<file path="src/hdl/swc_pkg.sv">
// Package of the sliding-window sender: commands, register indexes, states, control structs.
// No dependencies.
`timescale 1ns / 1ps
package swc_pkg;
    localparam logic [1:0] CMD_ACK  = 2'd0;
    localparam logic [1:0] CMD_SENT = 2'd1;
    localparam logic [1:0] CMD_LOSS = 2'd2;

    localparam logic [2:0] REG_TOTAL    = 3'd0;
    localparam logic [2:0] REG_INIT_RTT = 3'd1;
    localparam logic [2:0] REG_INIT_SST = 3'd2;
    localparam logic [2:0] REG_FIXED    = 3'd3;
    localparam logic [2:0] REG_USE_CW   = 3'd4;
    localparam logic [2:0] REG_DUP_LIM  = 3'd5;
    localparam logic [2:0] REG_SRTT_W   = 3'd6;
    localparam logic [2:0] REG_VAR_W    = 3'd7;

    typedef enum logic [2:0] {
        ST_IDLE,
        ST_EXEC,
        ST_DIV,
        ST_GROW,
        ST_RTT,
        ST_OUT
    } swc_state_t;

    typedef struct packed {
        logic load;      // capture input item, run event logic
        logic div_start; // start reciprocal
        logic grow;      // apply cwnd growth
        logic rtt;       // apply rtt sample
        logic finish;    // form result
    } swc_cmd_t;

    typedef struct packed {
        logic need_grow;
        logic need_div;
        logic need_rtt;
        logic div_done;
    } swc_stat_t;
endpackage

</file>
<file path="src/hdl/swc_ctrl.sv">
// Controller state machine of the sliding-window sender.
// Depends on swc_pkg.
`timescale 1ns / 1ps
module swc_ctrl
    import swc_pkg::*;
(
    input  logic       clk,
    input  logic       rst_n,
    input  logic       in_fire,
    input  logic       out_free,
    input  swc_stat_t  stat,
    output swc_cmd_t   cmd,
    output logic       busy
);
    swc_state_t state_reg, state_next;

    always_ff @(posedge clk or negedge rst_n)
    begin
        if (!rst_n)
        begin
            state_reg <= ST_IDLE;
        end
        else
        begin
            state_reg <= state_next;
        end
    end

    always_comb
    begin
        state_next = state_reg;
        cmd = '0;
        busy = (state_reg != ST_IDLE);
        case (state_reg)
            ST_IDLE:
            begin
                if (in_fire)
                begin
                    cmd.load = 1'b1;
                    state_next = ST_EXEC;
                end
            end
            ST_EXEC:
            begin
                if (stat.need_div)
                begin
                    cmd.div_start = 1'b1;
                    state_next = ST_DIV;
                end
                else if (stat.need_grow)
                begin
                    state_next = ST_GROW;
                end
                else
                begin
                    state_next = ST_OUT;
                end
            end
            ST_DIV:
            begin
                if (stat.div_done)
                begin
                    state_next = ST_GROW;
                end
            end
            ST_GROW:
            begin
                cmd.grow = 1'b1;
                state_next = stat.need_rtt ? ST_RTT : ST_OUT;
            end
            ST_RTT:
            begin
                cmd.rtt = 1'b1;
                state_next = ST_OUT;
            end
            ST_OUT:
            begin
                if (out_free)
                begin
                    cmd.finish = 1'b1;
                    state_next = ST_IDLE;
                end
            end
            default:
            begin
                state_next = ST_IDLE;
            end
        endcase
    end
endmodule

</file>
<file path="src/hdl/swc_datapath.sv">
// Datapath of the sliding-window sender: registers, window state, reciprocal divider, rtt filter.
// Depends on swc_pkg.
`timescale 1ns / 1ps
module swc_datapath
    import swc_pkg::*;
#(
    parameter int MAX_PACKETS = 4096
)
(
    input  logic        clk,
    input  logic        rst_n,
    input  logic        cfg_we,
    input  logic [2:0]  cfg_idx,
    input  logic [31:0] cfg_val,
    input  logic [1:0]  in_cmd,
    input  logic [12:0] in_ack,
    input  logic [31:0] in_sample,
    input  logic        in_valid_smp,
    input  swc_cmd_t    cmd,
    output swc_stat_t   stat,
    output logic [111:0] result
);
    localparam int CW = $clog2(MAX_PACKETS) + 17;
    localparam logic [CW-1:0] CAP = CW'(MAX_PACKETS) << 16;
    localparam logic [CW-1:0] ONE = CW'(1) << 16;

    logic [12:0] total_reg, init_sst_reg, fixed_reg;
    logic [31:0] init_rtt_reg;
    logic        use_cw_reg;
    logic [7:0]  dup_lim_reg;
    logic [3:0]  aw_reg, bw_reg;

    logic [12:0] next_reg, base_reg, sst_reg;
    logic [7:0]  dup_reg;
    logic        ss_reg;
    logic [CW-1:0] cwnd_reg;
    logic [31:0] srtt_reg, var_reg;
    logic [32:0] rto_reg;
    logic        resend_reg, grow_reg, rtt_flag_reg;
    logic [31:0] smp_reg;

    // restoring divider 2^32 / cwnd, one quotient bit per cycle
    logic [33:0] rem_reg;
    logic [32:0] quo_reg;
    logic [5:0]  cnt_reg;
    logic        div_run_reg;
    logic [33:0] trial;
    logic [33:0] rem_sh;

    logic signed [13:0] ack_s, next_s, base_s;
    logic ack_ge_base;

    assign ack_s  = {in_ack[12], in_ack};
    assign next_s = {1'b0, next_reg};
    assign base_s = {1'b0, base_reg};
    assign ack_ge_base = (ack_s >= base_s);

    // the dividend 2^32 has its only set bit in the first of the 33 steps
    assign rem_sh = {rem_reg[32:0], (cnt_reg == 6'd33)};
    assign trial  = rem_sh - 34'(cwnd_reg);

    assign stat.need_grow = grow_reg;
    assign stat.need_div  = grow_reg && !ss_reg;
    assign stat.need_rtt  = rtt_flag_reg;
    assign stat.div_done  = div_run_reg && (cnt_reg == 6'd0);

    // growth
    logic [CW:0] grown;
    logic [CW-1:0] grown_sat;
    logic [32:0] inc;
    always_comb
    begin
        inc = (cwnd_reg == '0) ? 33'(ONE) : quo_reg;
        if (ss_reg)
        begin
            grown = {1'b0, cwnd_reg} + (CW+1)'(ONE);
        end
        else
        begin
            grown = (CW+1)'({1'b0, cwnd_reg}) + (CW+1)'(inc);
            if (inc > 33'(CAP))
            begin
                grown = (CW+1)'(CAP) + 1'b1;
            end
        end
        grown_sat = (grown > (CW+1)'(CAP)) ? CAP : grown[CW-1:0];
    end

    // rtt filter
    logic [3:0]  a_w, b_w;
    logic [31:0] diff;
    logic [38:0] var_sum, srtt_sum;
    always_comb
    begin
        a_w = (aw_reg > 4'd8) ? 4'd8 : aw_reg;
        b_w = (bw_reg > 4'd8) ? 4'd8 : bw_reg;
        diff = (smp_reg > srtt_reg) ? smp_reg - srtt_reg : srtt_reg - smp_reg;
        var_sum  = 39'(var_reg) * 39'(4'd8 - b_w) + 39'(diff) * 39'(b_w);
        srtt_sum = 39'(srtt_reg) * 39'(a_w) + 39'(smp_reg) * 39'(4'd8 - a_w);
    end

    logic [CW-2:0] half;
    logic [CW-18:0] half_int;
    assign half = cwnd_reg[CW-1:1];
    assign half_int = half[CW-2:16];

    always_ff @(posedge clk or negedge rst_n)
    begin
        if (!rst_n)
        begin
            total_reg <= 13'd1; init_rtt_reg <= 32'd1000000; init_sst_reg <= 13'd64;
            fixed_reg <= 13'd8; use_cw_reg <= 1'b1; dup_lim_reg <= 8'd3;
            aw_reg <= 4'd7; bw_reg <= 4'd2;
            next_reg <= '0; base_reg <= '0; dup_reg <= '0; ss_reg <= 1'b1;
            cwnd_reg <= ONE; sst_reg <= 13'd64; srtt_reg <= 32'd1000000;
            var_reg <= '0; rto_reg <= 33'd2000000;
            resend_reg <= 1'b0; grow_reg <= 1'b0; rtt_flag_reg <= 1'b0;
            smp_reg <= '0; rem_reg <= '0; quo_reg <= '0;
            div_run_reg <= 1'b0; cnt_reg <= '0;
        end
        else
        begin
            if (cfg_we)
            begin
                case (cfg_idx)
                    REG_TOTAL:    total_reg <= cfg_val[12:0];
                    REG_INIT_RTT:
                    begin
                        init_rtt_reg <= cfg_val;
                        srtt_reg <= cfg_val;
                        rto_reg <= {cfg_val, 1'b0};
                    end
                    REG_INIT_SST:
                    begin
                        init_sst_reg <= cfg_val[12:0];
                        sst_reg <= cfg_val[12:0];
                    end
                    REG_FIXED:    fixed_reg <= cfg_val[12:0];
                    REG_USE_CW:   use_cw_reg <= cfg_val[0];
                    REG_DUP_LIM:  dup_lim_reg <= cfg_val[7:0];
                    REG_SRTT_W:   aw_reg <= cfg_val[3:0];
                    REG_VAR_W:    bw_reg <= cfg_val[3:0];
                    default: ;
                endcase
            end
            if (cmd.load)
            begin
                resend_reg <= 1'b0;
                grow_reg <= 1'b0;
                rtt_flag_reg <= 1'b0;
                smp_reg <= in_sample;
                case (in_cmd)
                    CMD_ACK:
                    begin
                        if (ack_s >= next_s)
                        begin
                            next_reg <= in_ack + 13'd1;
                        end
                        if (ack_ge_base)
                        begin
                            grow_reg <= 1'b1;
                            base_reg <= in_ack + 13'd1;
                            dup_reg <= '0;
                            rtt_flag_reg <= in_valid_smp;
                        end
                        else if (dup_reg != 8'hFF)
                        begin
                            dup_reg <= dup_reg + 8'd1;
                            resend_reg <= ((dup_reg + 8'd1) == dup_lim_reg);
                        end
                    end
                    CMD_SENT:
                    begin
                        if (next_reg != 13'h1FFF)
                        begin
                            next_reg <= next_reg + 13'd1;
                        end
                    end
                    CMD_LOSS:
                    begin
                        next_reg <= base_reg + 13'd1;
                        if (half > (CW-1)'(ONE << 1))
                        begin
                            sst_reg <= (32'(half_int) > 32'h1FFF) ? 13'h1FFF
                                                                  : 13'(half_int);
                        end
                        else
                        begin
                            sst_reg <= 13'd2;
                        end
                        cwnd_reg <= ONE;
                        ss_reg <= 1'b1;
                    end
                    default: ;
                endcase
            end
            if (cmd.div_start)
            begin
                div_run_reg <= 1'b1;
                cnt_reg <= 6'd33;
                rem_reg <= '0;
                quo_reg <= '0;
            end
            else if (div_run_reg && cnt_reg != 6'd0)
            begin
                cnt_reg <= cnt_reg - 6'd1;
                if (!trial[33] && cwnd_reg != '0)
                begin
                    rem_reg <= trial;
                    quo_reg <= {quo_reg[31:0], 1'b1};
                end
                else
                begin
                    rem_reg <= rem_sh;
                    quo_reg <= {quo_reg[31:0], 1'b0};
                end
            end
            else if (div_run_reg)
            begin
                div_run_reg <= 1'b0;
            end
            if (cmd.grow)
            begin
                cwnd_reg <= grown_sat;
                if (ss_reg && (32'(grown_sat[CW-1:16]) >= 32'(sst_reg)))
                begin
                    ss_reg <= 1'b0;
                end
            end
            if (cmd.rtt)
            begin
                var_reg <= var_sum[34:3];
                srtt_reg <= srtt_sum[34:3];
                rto_reg <= {srtt_sum[34:3], 1'b0};
            end
        end
    end

    // result
    logic [CW-17:0] cw_int;
    logic [31:0] win;
    logic signed [14:0] gap;
    logic can_send, fin;
    assign cw_int = cwnd_reg[CW-1:16];
    assign win = use_cw_reg ? 32'(cw_int) : 32'(fixed_reg);
    assign gap = 15'(next_s) - 15'(base_s);
    assign can_send = (33'(gap) < $signed({1'b0, win})) && (next_reg < total_reg);
    assign fin = (next_reg == total_reg) && (base_reg == total_reg);
    assign result = {5'd0, rto_reg, srtt_reg, base_reg, next_reg, fin, win[12:0],
                     resend_reg, can_send};
endmodule

</file>
<file path="src/hdl/sliding_window_congestion_sender_unit.sv">
// Top level of the sliding-window congestion sender.
// Depends on swc_pkg, swc_ctrl, swc_datapath.
//
//  channel  | signals                                | item
//  ---------+----------------------------------------+-------------------------------
//  s_axis   | s_axis_tvalid/tready/tuser[1:0]/tdata[47:0] | event: cmd, ack, sample, valid
//  m_axis   | m_axis_tvalid/tready/tdata[111:0]      | state after the event
//  cfg      | cfg_valid/ready, cfg_index, data       | register write
//
// Steps: an ack in congestion avoidance goes through accept, execute, divide
// (one-bit-per-cycle reciprocal 2^32/cwnd), grow, rtt if sampled, output;
// a slow-start ack skips divide; send, loss, duplicate, unused events skip to output.
// One event is in flight at a time; the result sits in an output register
// until taken while the next event may already be accepted. A full output
// register holds the controller in its output step and so stalls the input.
// Reset (rst_n low, asynchronous) loads all register defaults at once.
`timescale 1ns / 1ps
module sliding_window_congestion_sender_unit
    import swc_pkg::*;
#(
    parameter int MAX_PACKETS = 4096
)
(
    input  logic         clk,
    input  logic         rst_n,
    input  logic         s_axis_tvalid,
    output logic         s_axis_tready,
    input  logic [1:0]   s_axis_tuser,  // cmd[1:0]
    input  logic [47:0]  s_axis_tdata,  // ack_num[12:0], rtt_sample_us[44:13],
                                        // sample_valid[45], zero fill
    output logic         m_axis_tvalid,
    input  logic         m_axis_tready,
    output logic [111:0] m_axis_tdata,  // can_send, resend_needed, window_packets, finished,
                                        // next_index, base_index, srtt_out_us, rto_out_us
    input  logic         cfg_valid,
    output logic         cfg_ready,
    input  logic [2:0]   cfg_index,
    input  logic [31:0]  cfg_data
);
    swc_cmd_t  cmd;
    swc_stat_t stat;
    logic busy, in_fire, out_free;
    logic [111:0] result;
    logic out_valid_reg;
    logic [111:0] out_data_reg;

    assign s_axis_tready = !busy;
    assign in_fire = s_axis_tvalid && s_axis_tready;
    // the output register frees when empty or being drained
    assign out_free = !out_valid_reg || m_axis_tready;
    assign cfg_ready = 1'b1;

    swc_ctrl u_ctrl (
        .clk(clk), .rst_n(rst_n), .in_fire(in_fire), .out_free(out_free),
        .stat(stat), .cmd(cmd), .busy(busy)
    );

    // the request fields are taken straight off the bus at the accepting edge
    swc_datapath #(.MAX_PACKETS(MAX_PACKETS)) u_dp (
        .clk(clk), .rst_n(rst_n),
        .cfg_we(cfg_valid && cfg_ready), .cfg_idx(cfg_index), .cfg_val(cfg_data),
        .in_cmd(s_axis_tuser), .in_ack(s_axis_tdata[12:0]),
        .in_sample(s_axis_tdata[44:13]), .in_valid_smp(s_axis_tdata[45]),
        .cmd(cmd), .stat(stat), .result(result)
    );

    always_ff @(posedge clk or negedge rst_n)
    begin
        if (!rst_n)
        begin
            out_valid_reg <= 1'b0;
        end
        else if (cmd.finish)
        begin
            out_valid_reg <= 1'b1;
        end
        else if (m_axis_tready)
        begin
            out_valid_reg <= 1'b0;
        end
    end

    always_ff @(posedge clk)
    begin
        if (cmd.finish)
        begin
            out_data_reg <= result;
        end
    end

    assign m_axis_tvalid = out_valid_reg;
    assign m_axis_tdata = out_data_reg;
endmodule

</file>
<file path="config.mk">
export PLATFORM = sky130hd
export DESIGN_NAME = sliding_window_congestion_sender_unit
export DESIGN_NICKNAME = d
export VERILOG_FILES = /design/src/hdl/swc_pkg.sv /design/src/hdl/swc_ctrl.sv /design/src/hdl/swc_datapath.sv /design/src/hdl/sliding_window_congestion_sender_unit.sv
export SDC_FILE = /design/constraint.sdc
export NUM_CORES = 1
export LEC_CHECK = 0
export ABC_AREA = 0
export BUFFER_PORTS_ARGS = -buffer_cell sky130_fd_sc_hd__buf_2
export CORE_AREA = 5 5 252 376
export DETAILED_ROUTE_END_ITERATION = 7
export DIE_AREA = 0 0 257 381
export PLACE_DENSITY = 0.56
export SLEW_MARGIN = 40
export SYNTH_ARGS = -nofsm -noshare
export SYNTH_HDL_FRONTEND = slang
export SYNTH_SLANG_ARGS = --single-unit
</file>
<file path="constraint.sdc">
create_clock -name clk -period 10.4 [get_ports clk]
set_input_delay 1.04 -clock clk [delete_from_list [all_inputs] [get_ports clk]]
set_output_delay 1.04 -clock clk [all_outputs]
set_load 0.01 [all_outputs]
</file>
### Word-level counts from Yosys, hierarchy flattened

Index checks and enable logic that the tools add are counted.

* memories: 0
* bits in latches: 0
* ROM bits: 0
* memory bits (writable): 0
* word-level logic and storage cells: 174
* bits in registers: 400
* input port bits: 90

* mux-type cells: 63
* order comparisons: 9
* shift operators: 0
* eq/ne operators: 25
* multipliers: 2
* reductions and logical operators: 40
* div/mod/pow operators: 0
* bitwise logic cells: 0
* add/sub/neg operators: 11

Operator list (count)
* $mux 33: 9
* $mux 29: 4
* $mux 32: 3
* $mux 13: 7
* $mux 30: 2
* $add 13x1->13 const B: 3
* $mul 32x39->35: 1
* $pmux 13 s3: 1
* $add 35x35->35: 1
* $mul 32x4->35: 1
* $sub 34x29->34: 1
* $gt 33x29->1 const B: 1
* $add 29x17->30 const B: 1
* $add 29x30->30: 1
* $gt 30x29->1 const B: 1
* $logic_not 29->1: 1
* $reduce_bool 29->1: 1
* $ge 13x14->1: 2
* $gt 28x18->1 const B: 1
* $eq 13x13->1: 2
* $mux 1: 25
* $pmux 3 s6: 1
* $mux 8: 2
* $eq 3x3->1 const B: 5
* other kinds (34): 73

### Longest topological paths before layout

* depth in word-level cells: 11
* mapped depth: 38
* mapped depth without buffers: 33

### By module

Synthesis repeated with hierarchy kept, for this count alone.

* cells, all modules: 3206
* area, all modules: 30813.3 um^2

By module, submodules not included
* swc_datapath: area an instance 27126.0 um^2, times used 1, cells each 3056
* sliding_window_congestion_sender_unit: area an instance 3432.0 um^2, times used 1, cells each 119
* swc_ctrl: area an instance 255.2 um^2, times used 1, cells each 31

### Worst setup path after synthesis

OpenSTA, ideal clock, no wires.

* kind: reg2reg
* from: register u_dp.aw_reg[3]
* to: register u_dp.rto_reg[32]
* slack: 0.652 ns
* buffers on the path: 5
* period minus slack after synthesis: 9.748 ns
* setup time: 0.130 ns
* stages on the path, launching flop included: 34
* arrival time: 9.618 ns
* path through: dfrtp_1 -> clkbuf_1 -> nor2b_1 -> clkbuf_1 -> clkbuf_1 -> inv_1 -> ha_1 -> nor2b_1 -> clkbuf_1 -> clkbuf_1 -> nand2_1 -> fa_1 -> fa_1 -> inv_1 -> fa_1 -> fa_1 -> ha_1 -> fa_1 -> fa_1 -> inv_1 -> fa_1 -> inv_1 -> ha_1 -> a21o_1 -> a2111oi_0 -> o221a_2 -> o21ai_0 -> a21o_1 -> nand4_1 -> nand2_1 -> o41ai_1 -> o21ai_0 -> xnor2_1 -> mux2i_1

* longest elaborated chain between the ends: 6
* elaborated cells between the ends (all ways): 7
* those cells by class: add/sub: 2; mul: 2; order compare: 1; mux: 2

Ends and longest elaborated chain
* start, declared: line swc_datapath.sv:31 `logic [3:0] aw_reg, bw_reg;`
* start signal, assigned: line swc_datapath.sv:141 `REG_SRTT_W: aw_reg <= cfg_val[3:0];`
* $gt 4x4->1: line swc_datapath.sv:95 `a_w = (aw_reg > 4'd8) ? 4'd8 : aw_reg;`
* $mux 4 (*): line swc_datapath.sv:95
* $sub 4x4->5: line swc_datapath.sv:99 `srtt_sum = 39'(srtt_reg) * 39'(a_w) + 39'(smp_reg) * 39'(4'd8 - a_w);`
* $mul 32x39->35: line swc_datapath.sv:99
* $add 35x35->35 (*): line swc_datapath.sv:99
* $mux 33 (*): line swc_datapath.sv:230 `if (cmd.rtt)`
* end signal, assigned: line swc_datapath.sv:131 `rto_reg <= {cfg_val, 1'b0};`
* end signal, assigned: line swc_datapath.sv:234 `rto_reg <= {srtt_sum[34:3], 1'b0};`
* end, declared: line swc_datapath.sv:38 `logic [32:0] rto_reg;`

Every way passes the cells marked *; elsewhere a longest branch is shown, timed or not.
A chain may end at the register's enable or synchronous reset.

### Worst setup path after layout

* from: register u_dp.aw_reg[0]
* to: register u_dp.rto_reg[32]

The elaborated chain is that of the path after synthesis.

==> impl_results.md <==
- Avg Vias per Cell: 5.21
- Most used cell, CP: fa_1
- CP Launch Point: u_dp.aw_reg[0]$_DFFE_PN1P_
- Origin of the critical flop-to-flop path: u_dp.aw_reg[0]$_DFFE_PN1P_
- CTS Hold Bufs: 0
- Netlist cell types: 84
- R2R Setup Slk: 0.52 ns
- Clock slew at reported path FFs: ~0.060 ns
- Worst Hold Class: primary input to async pin
- Max Cap Violations: 0
- Async set-reset flop share out of synthesis: 77.8%
- Final hold vios: 0
- Routed Antenna Nets: 0
- GRT Util Overall: approximately a fifth
- WP data arrival: ~10 ns
- Largest net degree at the start of global routing: between 100 and 150
- Commonest non-fill, non-tap cells in the layout: inv_1, nand2_1, fa_1, ha_1, dfrtp_1
- Wire per inst: roughly 20 um
- End of the critical path: u_dp.rto_reg[32]$_DFFE_PN0P_
- Post-synthesis sequential area ratio: between 20% and 30%
- CP endpoint kind: flop
- Fmax: 0.101 GHz
- CP Launch Type: flop
- Placeable core area: just over 0.09 mm2
- CTS H-Tree Depth: 2
- Antenna Cells: 0
- TritonCTS Buffers: 42
- Max reg flops: 74
- Setup tns final: 0 ns
- # rows: ~140
- Kind of critical path: flop to flop
- Detailed router's first-iteration violation count: around 1100
- Ys Warns: 0
- Final hold slack: between 0.4 and 0.5 ns
- WP data required: about 11 ns
- Post-CTS Setup Bufs: 0
- # setup viols final: 0
- Clock tree buffer depth: 3
- Fin util: between 40% and 50%
- Chip Width: ~260 um
- Reg-to-reg endpoint: u_dp.rto_reg[32]$_DFFE_PN0P_
- Slowest cell on crit path: fa_4
- Status: complete, no violations
- Largest stage delay, worst path: around 0.96 ns
- Syn_area_per_cell: ~9.4 um2
- Clock Skew: between 0.015 and 0.02 ns
- GP Congestion: about 0.93
- Area grow syn2layout: 10.3%
- Clock latency at the later pin of the worst-skew pair: approximately 0.6 ns
- Critical path's top delay family: adder cells
- Post-Route WL: ~100000 um
- Die area: 0.0979 mm2
- Buffer and inverter count on the worst path: 5
- Min Clock Period, post-route: 9.88 ns
- Post-DP HPWL: approximately 82000 um
- Final Cycle Share: a little over nine tenths
- Max-slew violation count: 0
- Max transition margin: roughly 43%
- Ys flop type: dfrtp_1
- Crit. path cell count: 29
- Synthesized area: 0.0361 mm2
- CTS tree: done
- Initial Util: 39.5%
- Leading cell type in the layout, fill and taps excluded: inv_1
- Root buffer selected by CTS: clkbuf_16
- EDFF count, synth: 74
- Syn Inst Count: roughly 3800
- Number of instances resized during post-cts repair: 0
- Layout cells sized above 1: slightly above 10%
- Grt ovf: 0
- Initial antenna violation count: 5
- Via count: approximately 27000
- IO buf count: around 200
- I/O pin cnt: slightly above 200
- FF-to-FF path depth: 29
- Top fanout value on the critical path: 9
- Post-synthesis register bit count: roughly 330
- Worst slew pin tran: around 0.85 ns
- Num Clock Sinks: around 330
- TritonRoute pass-1 iters: 5
- Number of global-route vias before repair: around 28000
- DRC viols: 0
- RSZ-0062 raised after global routing: false
- Die height: 381 um
- Total Nets Final: 4760
- First-pass GRT wire length: 161000 um
cell type report:
| cell class | count | area, um2 |
|---|---|---|
| sequential | 334 | 8750 |
| clock inverter | 34 | 509 |
| timing repair buffer | 233 | 1320 |
| tap | 1173 | 1470 |
| inverter | 605 | 2270 |
| fill | 8897 | 51400 |
| clock buffer | 44 | 1060 |
| multi-input combinational | 2734 | 24400 |
stage by stage:
step | cells | area (um2) | setup WS [ns]
2_1_floorplan | 3841 | 36100 | 0.652
3_3_place_gp | 5076 | 38100 | 0.707
3_5_place_dp | 5077 | 38200 | 0.447
4_1_cts | 5155 | 39700 | 0.423
5_1_grt | 5157 | 39800 | 0.126
6_report | 5157 | 39800 | 0.523
worst min-delay path by stage:
stage                                        startpoint                            end  slack, ns  cells past startpoint
final                                             rst_n   u_dp.rto_reg[16]$_DFFE_PN0P_       0.46                      1
after global routing                              rst_n   u_dp.rto_reg[16]$_DFFE_PN0P_       0.48                      1
after CTS                                         rst_n   u_dp.rto_reg[16]$_DFFE_PN0P_       0.44                      1
after detailed placement  u_dp.fixed_reg[2]$_DFFE_PN0P_  u_dp.fixed_reg[2]$_DFFE_PN0P_       0.49                      1
after global placement    u_dp.fixed_reg[0]$_DFFE_PN0P_  u_dp.fixed_reg[0]$_DFFE_PN0P_       0.49                      1
after floorplan             u_dp.resend_reg$_DFFE_PN0P_      m_axis_tdata[1]$_DFFE_PP_       0.42                      0
logic make-up (layout without fill, tap and decap cells):
group           after synthesis  after routing  synth area share (%)
compound gates              604            604                  11.0
simple gates               1084           1084                  14.1
flops                       334            334                  24.3
buf+inv                     773            916                  8.53
fa+ha+maj                   720            720                  33.8
xor+xnor                    187            187                  4.54
other cells                   2              7                0.0208
mux                         132            132                  3.82
metal layers:
metal  global-route usage [%]  wire length, um
met2                     40.5            56100
met5                        0                0
met4                     5.75             2970
met1                     23.8            39800
met3                     2.31             3160
synthesized netlist by cell type (7+ instances only):
cell | n | area [um2]
buf_1 | 11 | 41.3
a2111oi_0 | 8 | 70.1
clkbuf_1 | 109 | 409
dfrtp_1 | 242 | 6060
nor3_1 | 62 | 310
nor2b_1 | 24 | 150
nand3_1 | 46 | 230
o21ai_1 | 12 | 60.1
o21ai_0 | 128 | 641
xor2_1 | 55 | 482
o21a_1 | 46 | 345
and2_1 | 129 | 807
dfstp_2 | 18 | 473
and4_1 | 8 | 70.1
o211ai_1 | 18 | 135
o22ai_1 | 14 | 87.6
nand4_1 | 30 | 188
mux2i_1 | 87 | 871
ha_1 | 298 | 3730
buf_4 | 40 | 300
a21o_1 | 50 | 375
and3_1 | 19 | 119
mux2_2 | 45 | 507
inv_1 | 605 | 2270
a31oi_1 | 17 | 106
edfxtp_1 | 74 | 2220
nor4_1 | 29 | 181
a211oi_1 | 44 | 330
nand2_1 | 536 | 2010
fa_1 | 422 | 8450
or3_1 | 14 | 87.6
nor2_1 | 128 | 480
xnor2_1 | 132 | 1160
a22oi_1 | 8 | 60.1
a32o_1 | 7 | 70.1
nand2b_1 | 20 | 125
o31ai_1 | 9 | 67.6
a21oi_1 | 143 | 716
o21bai_1 | 9 | 67.6
a22o_1 | 24 | 210
Power is left out: the tool's default activity adds up to more than one toggle a clock period on the data nets, which glitch-free logic cannot reach.
